[src/hdl/bfnn_pkg.sv]
// bfnn_pkg: shared constants, types and helpers of the name novelty filter
// holds the bloom store geometry, the hash constants and the job beat format
// no dependencies
package bfnn_pkg;

  // bloom store geometry
  localparam int BLOOM_BITS = 2048;
  localparam int IDX_W      = $clog2(BLOOM_BITS);
  localparam int ROW_BITS   = 32;
  localparam int BIT_W      = $clog2(ROW_BITS);
  localparam int ROW_W      = IDX_W - BIT_W;
  localparam int ROWS       = (BLOOM_BITS + ROW_BITS - 1) / ROW_BITS;

  // hash constants
  localparam int          NUM_HASH  = 3;
  localparam logic [31:0] FNV_BASIS = 32'd2166136261;
  localparam logic [31:0] FNV_PRIME = 32'd16777619;
  localparam logic [31:0] SEED_B    = 32'h9E3779B9;
  localparam logic [31:0] SEED_C    = 32'h85EBCA6B;
  localparam logic [31:0] HASH_INIT [NUM_HASH] = '{
    FNV_BASIS, FNV_BASIS ^ SEED_B, FNV_BASIS ^ SEED_C
  };

  // special names
  localparam logic [7:0] CHAR_QUESTION = 8'h3F;
  localparam logic [2:0] UNKNOWN_LEN   = 3'd7;

  // job queue depth
  localparam int QDEPTH = 4;
  localparam int QPTR_W = $clog2(QDEPTH);

  typedef logic [IDX_W-1:0] bloom_idx_t;

  // one job handed from the front to the back
  typedef struct packed {
    logic       collect;
    logic       skip;
    bloom_idx_t idx0;
    bloom_idx_t idx1;
    bloom_idx_t idx2;
  } job_t;

  // letters of the word "unknown"
  function automatic logic [7:0] unknown_char(input logic [2:0] pos);
    logic [7:0] c;
    unique case (pos)
      3'd0:    c = 8'h75;
      3'd1:    c = 8'h6E;
      3'd2:    c = 8'h6B;
      3'd3:    c = 8'h6E;
      3'd4:    c = 8'h6F;
      3'd5:    c = 8'h77;
      3'd6:    c = 8'h6E;
      default: c = 8'h00;
    endcase
    return c;
  endfunction

  // hash to bloom index
  function automatic bloom_idx_t hash_to_idx(input logic [31:0] h);
    bloom_idx_t m;
    m = IDX_W'(BLOOM_BITS - 1);
    return h[IDX_W-1:0] & m;
  endfunction

  // single set bit inside a row
  function automatic logic [ROW_BITS-1:0] bit_mask(input bloom_idx_t idx);
    return ROW_BITS'(1) << idx[BIT_W-1:0];
  endfunction

endpackage

[src/hdl/bloom_filter_name_novelty_top.sv]
// a name's last byte or a collect beat pushes a job into the 4-entry job queue, which absorbs bursts;
// empty, "unknown" or "?" names and collects are answered from IDLE, others from CHK.
// throughput: one byte per cycle while in_stall is low; the store sequencer visits
// IDLE, RD1, RD2, CHK per looked-up name (plus WR1, WR2 when new), only IDLE per collect.
// reset: synchronous; afterwards the store is cleared one 32-bit row per cycle
// (BLOOM_BITS/32 rows, 64 here) and in_stall stays high meanwhile.
module bloom_filter_name_novelty_top import bfnn_pkg::*; (
  input  logic        clk,
  input  logic        rst,
  input  logic        in_valid,
  output logic        in_stall,
  input  logic        kind,
  input  logic [7:0]  name_byte,
  input  logic        last,
  output logic        out_valid,
  input  logic        out_stall,
  output logic        is_new,
  output logic [15:0] new_name_count
);

  logic q_push;
  job_t q_push_data;
  logic q_pop;
  logic q_full;
  logic q_avail;
  job_t q_head;
  logic clearing;

  // hashing front
  bfnn_front u_front (
    .clk       (clk),
    .rst       (rst),
    .in_valid  (in_valid),
    .in_stall  (in_stall),
    .kind      (kind),
    .name_byte (name_byte),
    .last      (last),
    .q_full    (q_full),
    .clearing  (clearing),
    .q_push    (q_push),
    .q_data    (q_push_data)
  );

  // job queue
  bfnn_queue u_queue (
    .clk       (clk),
    .rst       (rst),
    .push      (q_push),
    .push_data (q_push_data),
    .pop       (q_pop),
    .full      (q_full),
    .avail     (q_avail),
    .head      (q_head)
  );

  // bloom store back
  bfnn_back u_back (
    .clk            (clk),
    .rst            (rst),
    .q_avail        (q_avail),
    .q_head         (q_head),
    .q_pop          (q_pop),
    .clearing       (clearing),
    .out_valid      (out_valid),
    .out_stall      (out_stall),
    .is_new         (is_new),
    .new_name_count (new_name_count)
  );

endmodule

[src/hdl/bfnn_front.sv]
// bfnn_front: accepts name bytes and collect beats, runs the three hashes
// and the special-name checks, and pushes one job per finished name or collect
// depends on bfnn_pkg
module bfnn_front import bfnn_pkg::*; (
  input  logic       clk,
  input  logic       rst,
  input  logic       in_valid,
  output logic       in_stall,
  input  logic       kind,
  input  logic [7:0] name_byte,
  input  logic       last,
  input  logic       q_full,
  input  logic       clearing,
  output logic       q_push,
  output job_t       q_data
);

  logic [31:0] hash [NUM_HASH];
  logic [31:0] hash_next [NUM_HASH];
  logic [2:0]  match_len;
  logic [2:0]  match_len_next;
  logic        match_live;
  logic        match_live_next;
  logic        first_q;
  logic        first_q_next;
  logic [1:0]  len_sat;
  logic [1:0]  len_sat_next;
  logic        accept;
  logic        nonzero;
  logic [7:0]  folded;

  assign in_stall = q_full | clearing;
  assign accept   = in_valid & ~in_stall;
  assign nonzero  = name_byte != 8'd0;
  assign folded   = (name_byte >= 8'h41 && name_byte <= 8'h5A) ?
                    name_byte + 8'd32 : name_byte;

  // per-byte update of hashes and name checks
  always_comb begin
    for (int i = 0; i < NUM_HASH; i++) begin
      hash_next[i] = hash[i];
      if (nonzero) begin
        hash_next[i] = (hash[i] ^ {24'd0, folded}) * FNV_PRIME;
      end
    end
    match_len_next  = match_len;
    match_live_next = match_live;
    first_q_next    = first_q;
    len_sat_next    = len_sat;
    if (nonzero) begin
      if (match_live && match_len < UNKNOWN_LEN && folded == unknown_char(match_len)) begin
        match_len_next = match_len + 3'd1;
      end else begin
        match_live_next = 1'b0;
      end
      if (len_sat == 2'd0 && name_byte == CHAR_QUESTION) begin
        first_q_next = 1'b1;
      end
      if (len_sat != 2'd3) begin
        len_sat_next = len_sat + 2'd1;
      end
    end
  end

  // job beat
  assign q_push       = accept & (kind | last);
  assign q_data.collect = kind;
  assign q_data.skip  = (len_sat_next == 2'd0) ||
                        (match_live_next && match_len_next == UNKNOWN_LEN) ||
                        (first_q_next && len_sat_next == 2'd1);
  assign q_data.idx0  = hash_to_idx(hash_next[0]);
  assign q_data.idx1  = hash_to_idx(hash_next[1]);
  assign q_data.idx2  = hash_to_idx(hash_next[2]);

  // per-name state
  always_ff @(posedge clk) begin
    if (rst) begin
      for (int i = 0; i < NUM_HASH; i++) begin
        hash[i] <= HASH_INIT[i];
      end
      match_len  <= 3'd0;
      match_live <= 1'b1;
      first_q    <= 1'b0;
      len_sat    <= 2'd0;
    end else if (accept && !kind) begin
      if (last) begin
        for (int i = 0; i < NUM_HASH; i++) begin
          hash[i] <= HASH_INIT[i];
        end
        match_len  <= 3'd0;
        match_live <= 1'b1;
        first_q    <= 1'b0;
        len_sat    <= 2'd0;
      end else begin
        for (int i = 0; i < NUM_HASH; i++) begin
          hash[i] <= hash_next[i];
        end
        match_len  <= match_len_next;
        match_live <= match_live_next;
        first_q    <= first_q_next;
        len_sat    <= len_sat_next;
      end
    end
  end

endmodule

[src/hdl/bfnn_queue.sv]
// bfnn_queue: short job queue between the front and the back
// depends on bfnn_pkg
module bfnn_queue import bfnn_pkg::*; (
  input  logic clk,
  input  logic rst,
  input  logic push,
  input  job_t push_data,
  input  logic pop,
  output logic full,
  output logic avail,
  output job_t head
);

  job_t              slots [QDEPTH];
  logic [QPTR_W-1:0] wr_ptr;
  logic [QPTR_W-1:0] rd_ptr;
  logic [QPTR_W:0]   count;

  assign full  = count == (QPTR_W + 1)'(QDEPTH);
  assign avail = count != '0;
  assign head  = slots[rd_ptr];

  // storage
  always_ff @(posedge clk) begin
    if (push) begin
      slots[wr_ptr] <= push_data;
    end
  end

  // pointers and fill count
  always_ff @(posedge clk) begin
    if (rst) begin
      wr_ptr <= '0;
      rd_ptr <= '0;
      count  <= '0;
    end else begin
      if (push) begin
        wr_ptr <= wr_ptr + QPTR_W'(1);
      end
      if (pop) begin
        rd_ptr <= rd_ptr + QPTR_W'(1);
      end
      if (push && !pop) begin
        count <= count + (QPTR_W + 1)'(1);
      end else if (pop && !push) begin
        count <= count - (QPTR_W + 1)'(1);
      end
    end
  end

endmodule

[src/hdl/bfnn_back.sv]
// bfnn_back: carries out jobs against the bloom store, keeps the new-name
// counter and holds the output register; clears the store after reset
// depends on bfnn_pkg
module bfnn_back import bfnn_pkg::*; (
  input  logic        clk,
  input  logic        rst,
  input  logic        q_avail,
  input  job_t        q_head,
  output logic        q_pop,
  output logic        clearing,
  output logic        out_valid,
  input  logic        out_stall,
  output logic        is_new,
  output logic [15:0] new_name_count
);

  localparam logic [2:0] ST_CLR  = 3'd0;
  localparam logic [2:0] ST_IDLE = 3'd1;
  localparam logic [2:0] ST_RD1  = 3'd2;
  localparam logic [2:0] ST_RD2  = 3'd3;
  localparam logic [2:0] ST_CHK  = 3'd4;
  localparam logic [2:0] ST_WR1  = 3'd5;
  localparam logic [2:0] ST_WR2  = 3'd6;

  logic [ROW_BITS-1:0] mem [ROWS];
  logic [ROW_BITS-1:0] rd_data;
  logic [ROW_W-1:0]    rd_addr;
  logic                rd_en;
  logic [ROW_W-1:0]    wr_addr;
  logic [ROW_BITS-1:0] wr_data;
  logic                wr_en;

  logic [2:0]          state;
  logic [2:0]          state_next;
  logic [ROW_W-1:0]    clr_row;
  job_t                job;
  logic [ROW_BITS-1:0] d0;
  logic [ROW_BITS-1:0] d1;
  logic [ROW_BITS-1:0] m1;
  logic [ROW_BITS-1:0] m2;
  logic [ROW_BITS-1:0] m0_calc;
  logic [ROW_BITS-1:0] m1_calc;
  logic [ROW_BITS-1:0] m2_calc;
  logic [ROW_W-1:0]    row0;
  logic [ROW_W-1:0]    row1;
  logic [ROW_W-1:0]    row2;
  logic [15:0]         pending;
  logic                out_free;
  logic                known;
  logic                emit;
  logic                emit_new;
  logic                emit_collect;

  assign clearing = state == ST_CLR;
  assign out_free = ~out_valid | ~out_stall;

  assign row0 = job.idx0[IDX_W-1:BIT_W];
  assign row1 = job.idx1[IDX_W-1:BIT_W];
  assign row2 = job.idx2[IDX_W-1:BIT_W];

  // membership test and merged rows to write back
  always_comb begin
    known = d0[job.idx0[BIT_W-1:0]] & d1[job.idx1[BIT_W-1:0]] &
            rd_data[job.idx2[BIT_W-1:0]];
    m0_calc = d0 | bit_mask(job.idx0);
    m1_calc = d1 | bit_mask(job.idx1);
    m2_calc = rd_data | bit_mask(job.idx2);
    if (row1 == row0) begin
      m0_calc = m0_calc | bit_mask(job.idx1);
      m1_calc = m1_calc | bit_mask(job.idx0);
    end
    if (row2 == row0) begin
      m0_calc = m0_calc | bit_mask(job.idx2);
      m2_calc = m2_calc | bit_mask(job.idx0);
    end
    if (row2 == row1) begin
      m1_calc = m1_calc | bit_mask(job.idx2);
      m2_calc = m2_calc | bit_mask(job.idx1);
    end
  end

  // sequencer
  always_comb begin
    state_next   = state;
    q_pop        = 1'b0;
    rd_en        = 1'b0;
    rd_addr      = row0;
    wr_en        = 1'b0;
    wr_addr      = row0;
    wr_data      = m0_calc;
    emit         = 1'b0;
    emit_new     = 1'b0;
    emit_collect = 1'b0;
    unique case (state)
      ST_CLR: begin
        wr_en   = 1'b1;
        wr_addr = clr_row;
        wr_data = '0;
        if (clr_row == ROW_W'(ROWS - 1)) begin
          state_next = ST_IDLE;
        end
      end
      ST_IDLE: begin
        if (q_avail) begin
          if (q_head.collect || q_head.skip) begin
            if (out_free) begin
              q_pop        = 1'b1;
              emit         = 1'b1;
              emit_collect = q_head.collect;
            end
          end else begin
            q_pop      = 1'b1;
            rd_en      = 1'b1;
            rd_addr    = q_head.idx0[IDX_W-1:BIT_W];
            state_next = ST_RD1;
          end
        end
      end
      ST_RD1: begin
        rd_en      = 1'b1;
        rd_addr    = row1;
        state_next = ST_RD2;
      end
      ST_RD2: begin
        rd_en      = 1'b1;
        rd_addr    = row2;
        state_next = ST_CHK;
      end
      ST_CHK: begin
        if (out_free) begin
          emit = 1'b1;
          if (known) begin
            state_next = ST_IDLE;
          end else begin
            emit_new   = 1'b1;
            wr_en      = 1'b1;
            state_next = ST_WR1;
          end
        end
      end
      ST_WR1: begin
        wr_en      = 1'b1;
        wr_addr    = row1;
        wr_data    = m1;
        state_next = ST_WR2;
      end
      ST_WR2: begin
        wr_en      = 1'b1;
        wr_addr    = row2;
        wr_data    = m2;
        state_next = ST_IDLE;
      end
      default: begin
        state_next = ST_IDLE;
      end
    endcase
  end

  // bloom store
  always_ff @(posedge clk) begin
    if (wr_en) begin
      mem[wr_addr] <= wr_data;
    end
    if (rd_en) begin
      rd_data <= mem[rd_addr];
    end
  end

  // job and row holding registers
  always_ff @(posedge clk) begin
    if (q_pop) begin
      job <= q_head;
    end
    if (state == ST_RD1) begin
      d0 <= rd_data;
    end
    if (state == ST_RD2) begin
      d1 <= rd_data;
    end
    if (emit_new) begin
      m1 <= m1_calc;
      m2 <= m2_calc;
    end
  end

  // control state, counter and output beat
  always_ff @(posedge clk) begin
    if (rst) begin
      state     <= ST_CLR;
      clr_row   <= '0;
      pending   <= 16'd0;
      out_valid <= 1'b0;
    end else begin
      state <= state_next;
      if (state == ST_CLR) begin
        clr_row <= clr_row + ROW_W'(1);
      end
      if (emit_collect) begin
        pending <= 16'd0;
      end else if (emit_new) begin
        pending <= pending + 16'd1;
      end
      if (emit) begin
        out_valid <= 1'b1;
      end else if (!out_stall) begin
        out_valid <= 1'b0;
      end
    end
  end

  // output payload
  always_ff @(posedge clk) begin
    if (emit) begin
      is_new         <= emit_new;
      new_name_count <= emit_new ? pending + 16'd1 : pending;
    end
  end

endmodule
[config.mk]
export PLATFORM = sky130hd
export DESIGN_NAME = bloom_filter_name_novelty_top
export DESIGN_NICKNAME = d
export VERILOG_FILES = /design/src/hdl/bfnn_pkg.sv /design/src/hdl/bloom_filter_name_novelty_top.sv /design/src/hdl/bfnn_front.sv /design/src/hdl/bfnn_queue.sv /design/src/hdl/bfnn_back.sv
export SDC_FILE = /design/constraint.sdc
export NUM_CORES = 2
export LEC_CHECK = 0
export BUFFER_PORTS_ARGS = -buffer_cell sky130_fd_sc_hd__buf_4
export CORE_MARGIN = 2
export CORE_UTILIZATION = 32
export CTS_CLUSTER_SIZE = 10
export DETAILED_ROUTE_END_ITERATION = 12
export HOLD_SLACK_MARGIN = 0.03
export PLACE_DENSITY = 0.48
export SLEW_MARGIN = 10
export SYNTH_ARGS = -nofsm -noshare
export SYNTH_HDL_FRONTEND = slang
export SYNTH_SLANG_ARGS = --single-unit
[constraint.sdc]
create_clock -name clk -period 16 [get_ports clk]
set_input_delay 3.2 -clock clk [delete_from_list [all_inputs] [get_ports clk]]
set_output_delay 3.2 -clock clk [all_outputs]
set_load 0.05 [all_outputs]
=== Word-level counts from Yosys, hierarchy flattened ===
Memory sizes are Yosys's and may differ from the RTL's. A register that Yosys moved wholly into a read port is not among the register bits.
Index checks and enable logic that the tools add are counted.

* Add/sub/neg operators: 9
* Multiply operators: 3
* Order comparisons: 6
* Equality and inequality tests: 27
* Shift operators: 3
* Muxes and demuxes: 86
* Bitwise gates (word level): 28
* Reduce and logical (&&, ||, !) cells: 27

{| class="wikitable"
|+ Operators with widths
! cell !! number
|-
| two-way mux 32 bit || 15
|-
| OR 32 bit || 9
|-
| multiplier 32 x 25 -> 32 bit (second input constant) || 3
|-
| case mux 32 bit (3 select lines) || 1
|-
| left shift 1 x 5 -> 32 bit (first input constant) || 3
|-
| bitwise XOR 32 x 8 -> 32 bit || 3
|-
| two-way mux 1 bit || 40
|-
| case mux 6 bit (3 select lines) || 2
|-
| case mux 7 bit (5 select lines) || 1
|-
| two-way mux 3 bit || 10
|-
| == test 3 bit (second input constant) || 8
|-
| == test 6 bit || 3
|-
| less-than comparator 5 x 6 -> 1 bit (second input constant) || 3
|-
| case mux 3 bit (6 select lines) || 1
|-
| adder 16 x 1 -> 16 bit (second input constant) || 1
|-
| two-way mux 16 bit || 1
|-
| two-way mux 8 bit || 2
|-
| binary-select mux 1 bit (select 5 bit) || 3
|-
| == test 3 x 2 -> 1 bit (second input constant) || 4
|-
| two-way mux 6 bit || 2
|-
| two-way mux 2 bit || 5
|-
| logical AND 1 bit || 9
|-
| OR 1 bit || 9
|-
| adder 8 x 6 -> 8 bit (second input constant) || 1
|-
| other kinds (27) || 50
|}

* Flip-flop bits (word level): 218
* Bits in writable memories: 2,284
* Input port bits: 14
* Output and inout port bits: 19
* Word-level logic and storage cells: 212
* Memories: 3

{| class="wikitable"
|+ Memories
! memory !! words !! width !! read ports !! clocked after Yosys merged registers in !! write ports !! RTL line !! RTL
|-
| u_back.mem || 64 || 32 || 1 || 1 || 1 || bfnn_back.sv:25 || <nowiki>logic [ROW_BITS-1:0] mem [ROWS];</nowiki>
|-
| u_queue.slots || 4 || 35 || 1 || 1 || 1 || bfnn_queue.sv:14 || <nowiki>job_t slots [QDEPTH];</nowiki>
|-
| u_front.hash || 3 || 32 || 3 || 0 || 3 || bfnn_front.sv:18 || <nowiki>logic [31:0] hash [NUM_HASH];</nowiki>
|}

=== Depth between registers and ports, before layout ===
* Word-level depth: 12
* Mapped depth: 23

=== Modules after synthesis ===
A second synthesis with hierarchy kept.

* Cell total of the unflattened synthesis: 7,709
* Area, all modules: 104,417.6 sq um

{| class="wikitable"
|+ Modules (own cells, without submodules)
! module !! times used !! cells an instance !! area each (sq um) !! seq. area each (sq um)
|-
| bfnn_back || 1 || 6,883 || 93,335.8 || 68,325.5
|-
| bfnn_front || 1 || 599 || 5,549.1 || 1,131.1
|-
| bfnn_queue || 1 || 227 || 5,532.8 || 4,384.2
|}

=== Least setup slack after synthesis ===
No wires, ideal clock.

* Path type: in2reg
* From: in name_byte[3]
* To: mem u_front.hash[2][10] (netlist: u_front.hash[0][74]), data pin
* Data arrival time: 7,613 ps
* Data required time: 15,712 ps
* Path slack: 8,099 ps
* Cell stages on the path: 23
* Path buffers: 1
* Cells stage by stage: clkbuf_1 nor3_1 o2bb2ai_1 o41ai_1 xor2_1 inv_1 ha_1 ha_1 ha_1 inv_1 fa_1 inv_1 ha_1 inv_1 fa_1 xnor2_1 xnor2_1 xnor2_1 xnor2_1 xnor2_1 xnor2_1 a21oi_1 nand2b_1

{| class="wikitable"
|+ RTL lines
! item !! RTL line !! RTL
|-
| start: declaration || bloom_filter_name_novelty_top.sv:13 || <nowiki>input logic [7:0] name_byte,</nowiki>
|-
| end: declaration || bfnn_front.sv:18 ||
|}

==> impl_metrics.py <==
metrics = {
    "sta": {
        "rsz0062_at_grt": "false",
        "fin_skew_ns": 0.0804,
        "relSlewSlack_pct": 20.9,
        "hold_viol": 0,
        "setup_ws_ns": 8.27,
        "finalCritPeriodShare_pct": 48.3,
        "setup_viol": 0,
        "drv_slew": 0,
        "finalWorstPathRequiredPeriod_ns": 7.73,
        "tns_ns": 0,
        "worst_slew_pin_slew_ns": 1.18,
        "fmax_mhz": 129,
    },
    "power": {
        "total_leakage_power_uw": 0.0376,
        "cell_internal_pwr_uw": 10700,
        "power_density_nw_per_um2": 117,
        "ir_drop_mv": 0.0787,
        "pwr-share-comb_pct": 3.9,
        "switching_share_pct": 21.1,
        "seqPwrFrac_pct": 52.6,
        "p_sw_uw": 2870,
        "pwr-share-clk_pct": 43.5,
    },
    "run": {
        "cap_violations": 0,
    },
    "cts": {
        "cts_tree": "built",
        "cts.repair.resized": 0,
        "htree_levels": 5,
        "clock_latency_ns": 0.88,
        "postCtsHoldBufs": 0,
        "clk_pin_slew_worst_paths_ns": 0.06,
        "cts_setup_buffers": 0,
        "clock_sinks": 2473,
        "max-clock-path-buffers": 4,
        "root_buffer": "clkbuf_16",
        "cts_buffers": 295,
    },
    "setup_path": {
        "start_kind": "input pin",
        "required_ns": 16.57,
        "endpoint_kind": "flip-flop",
        "crit_arrival_ns": 8.30,
        "crit_fanout": 8,
        "criticalPathCategory": "input pin to flip-flop",
    },
    "synthesis": {
        "synth-simple-area-share_pct": 12.3,
        "syn_nets": 7531,
        "synth_xor_area_share_pct": 1.03,
        "synth-seq-cells": 2473,
        "synth_mux_area_share_pct": 4.13,
        "ys.flop_type": "edfxtp_1",
        "synth_compound_area_share_pct": 5.90,
        "synthCells": 7369,
        "synth_top_family_by_area": "simple AND/OR/NAND/NOR gates",
        "ys_types": 80,
        "yosysSeqAreaShare_pct": 72.6,
        "synthArstFlopShare_pct": 0,
        "avgSynthCellArea_um2": 13.8,
        "yosys_warnings": 0,
        "synth_edf_count": 2431,
        "synthAdderAreaFrac_pct": 1.95,
        "netlist_area_um2": 102000,
    },
    "finish": {
        "mostFrequentLayoutCells": "2431 x edfxtp_1, 1717 x nand2_1, 532 x nand3_1",
        "final.fill_count": 29900,
        "final_nets": 7603,
        "drive_gt1_share_pct": 10.4,
        "post-route-util_pct": 36.8,
        "final_common_cell": "edfxtp_1",
        "area_growth_pct": 14.1,
        "layoutNonFillerInstCount": 11700,
    },
    "floorplanning": {
        "coreArea_um2": 315000,
        "die_h_um": 568,
        "rows": 206,
        "die-area_um2": 322000,
        "initial_core_util_pct": 32.2,
        "io_pins": 33,
        "die_w_um": 568,
    },
    "drt": {
        "wl_per_cell_um": 27.0,
        "vias_per_cell": 5.39,
        "routed_wl_um": 315000,
        "num_vias": 63000,
        "drt-initial-drc-count": 6225,
        "drc_errors": 0,
        "ant_nets": 0,
        "dr.pass1.iters": 6,
    },
    "placed_design": {
        "dp_hpwl_um": 167000,
        "dp_cells": 11300,
        "place.gp.congestion": 0.851,
        "place.port_buffers": 32,
        "post-place-ws_ns": 7.43,
    },
    "grt": {
        "grt_max_degree": 157,
        "grt_pass1_wl_um": 450000,
        "grt_pass1_vias": 61800,
        "grt_util_all_layers_pct": 19.0,
        "grt_overflow": 0,
        "antenna_found_initial": 19,
    },
    "worst_hold_path": {
        "worstHoldPathType": "flip-flop to flip-flop",
    },
    "run_status": {
        "outcome": "finished, final reports clean",
    },
}
-- cell type report --
class / count / area (um^2) / area share [%]
Multi-Input combinational cell: 4367 / 26800 / 23.1
Tap cell: 4160 / 5200 / 4.49
Inverter: 72 / 270 / 0.233
Antenna cell: 10 / 25.0 / 0.0216
Timing Repair Buffer: 232 / 1880 / 1.62
Sequential cell: 2473 / 73800 / 63.6
Clock buffer: 339 / 7670 / 6.61
Clock inverter: 30 / 325 / 0.280
-- cells by family after synthesis --
family,Yosys count
mux,339
xor+xnor,120
compound gates,887
flops,2473
fa+ha+maj,149
buf+inv,529
simple gates,2872
-- synth_stat cells, drive strengths merged, types with 51 or more instances --
library cell	n	share of area, %
a32oi	83	0.71
mux2i	269	2.6
o221ai	55	0.47
nor2	211	0.81
mux4	64	1.4
xor2	51	0.44
clkbuf	315	1.2
nand2	1720	6.4
a21oi	251	1.2
inv	72	0.27
xnor2	69	0.59
o22ai	81	0.50
nand4	103	0.63
nand3	533	2.6
ha	132	1.6
buf	142	0.64
edfxtp	2431	72
a31oi	181	1.1
nor4	69	0.44
-- power groups by stage --
stage	clock network (uW)	logic, uW	registers (uW)
floorplan	0	384	7280
global placement	0	533	7280
detailed placement	0	538	7280
CTS	6030	543	7150
global route	6250	606	7150
finish	5910	534	7150
-- worst paths after layout --
check,start,end,slack (ns),cells after the start
max,name_byte[3],u_front.hash[0][10],8.27,23
min,u_back.clr_row[5],u_back.clr_row[5],0.49,2
max reg2reg,flip-flop,u_back.rd_data[21],8.99,13
min reg2reg,u_back.clr_row[5],u_back.clr_row[5],0.49,2
-- registers in the layout, indices dropped and copies added (netlist names), 32 cells and up, named ones only --
signal,flops
u_back.job,33
u_back.d0,32
u_back.d1,32
u_back.m1,32
u_front.hash,33
u_back.rd_data,32
u_queue.slots,140
u_back.m2,32
u_back.mem,2048
-- per-layer routing --
| layer | wire length (um) | track usage, % | vias to the layer above |
|---|---|---|---|
| met5 | 13 | 0 | - |
| met4 | 9760 | 5.79 | 2 |
| met3 | 20200 | 2.70 | 472 |
| met2 | 146000 | 30.5 | 2275 |
| met1 | 139000 | 26.6 | 32500 |
| li1 | - | - | 27700 |
-- worst max-delay path, cell delays in order --
cell	delay [ns]
buf_4	0.15
nor3_1	0.25
o2bb2ai_1	0.19
nor2_1	0.06
a31oi_1	0.79
xnor2_1	0.25
ha_1	0.35
ha_1	0.29
ha_1	0.15
inv_1	0.05
fa_1	0.47
inv_1	0.04
ha_1	0.26
inv_1	0.04
fa_1	0.37
xnor2_1	0.19
xnor2_1	0.16
xnor2_1	0.15
xnor2_1	0.15
xnor2_1	0.18
xnor2_1	0.15
a21oi_1	0.15
nand2b_1	0.23
-- stage by stage --
step / area [um^2] / hold WS, ns / total power, uW
3_5_place_dp: 108000 / 0.481 / 7820
3_3_place_gp: 108000 / 0.462 / 7810
5_1_grt: 116000 / 0.510 / 14000
2_1_floorplan: 102000 / 0.453 / 7660
6_report: 116000 / 0.492 / 13600
4_1_cts: 116000 / 0.489 / 13700
No activity file was read; power rests on OpenSTA's default activity.
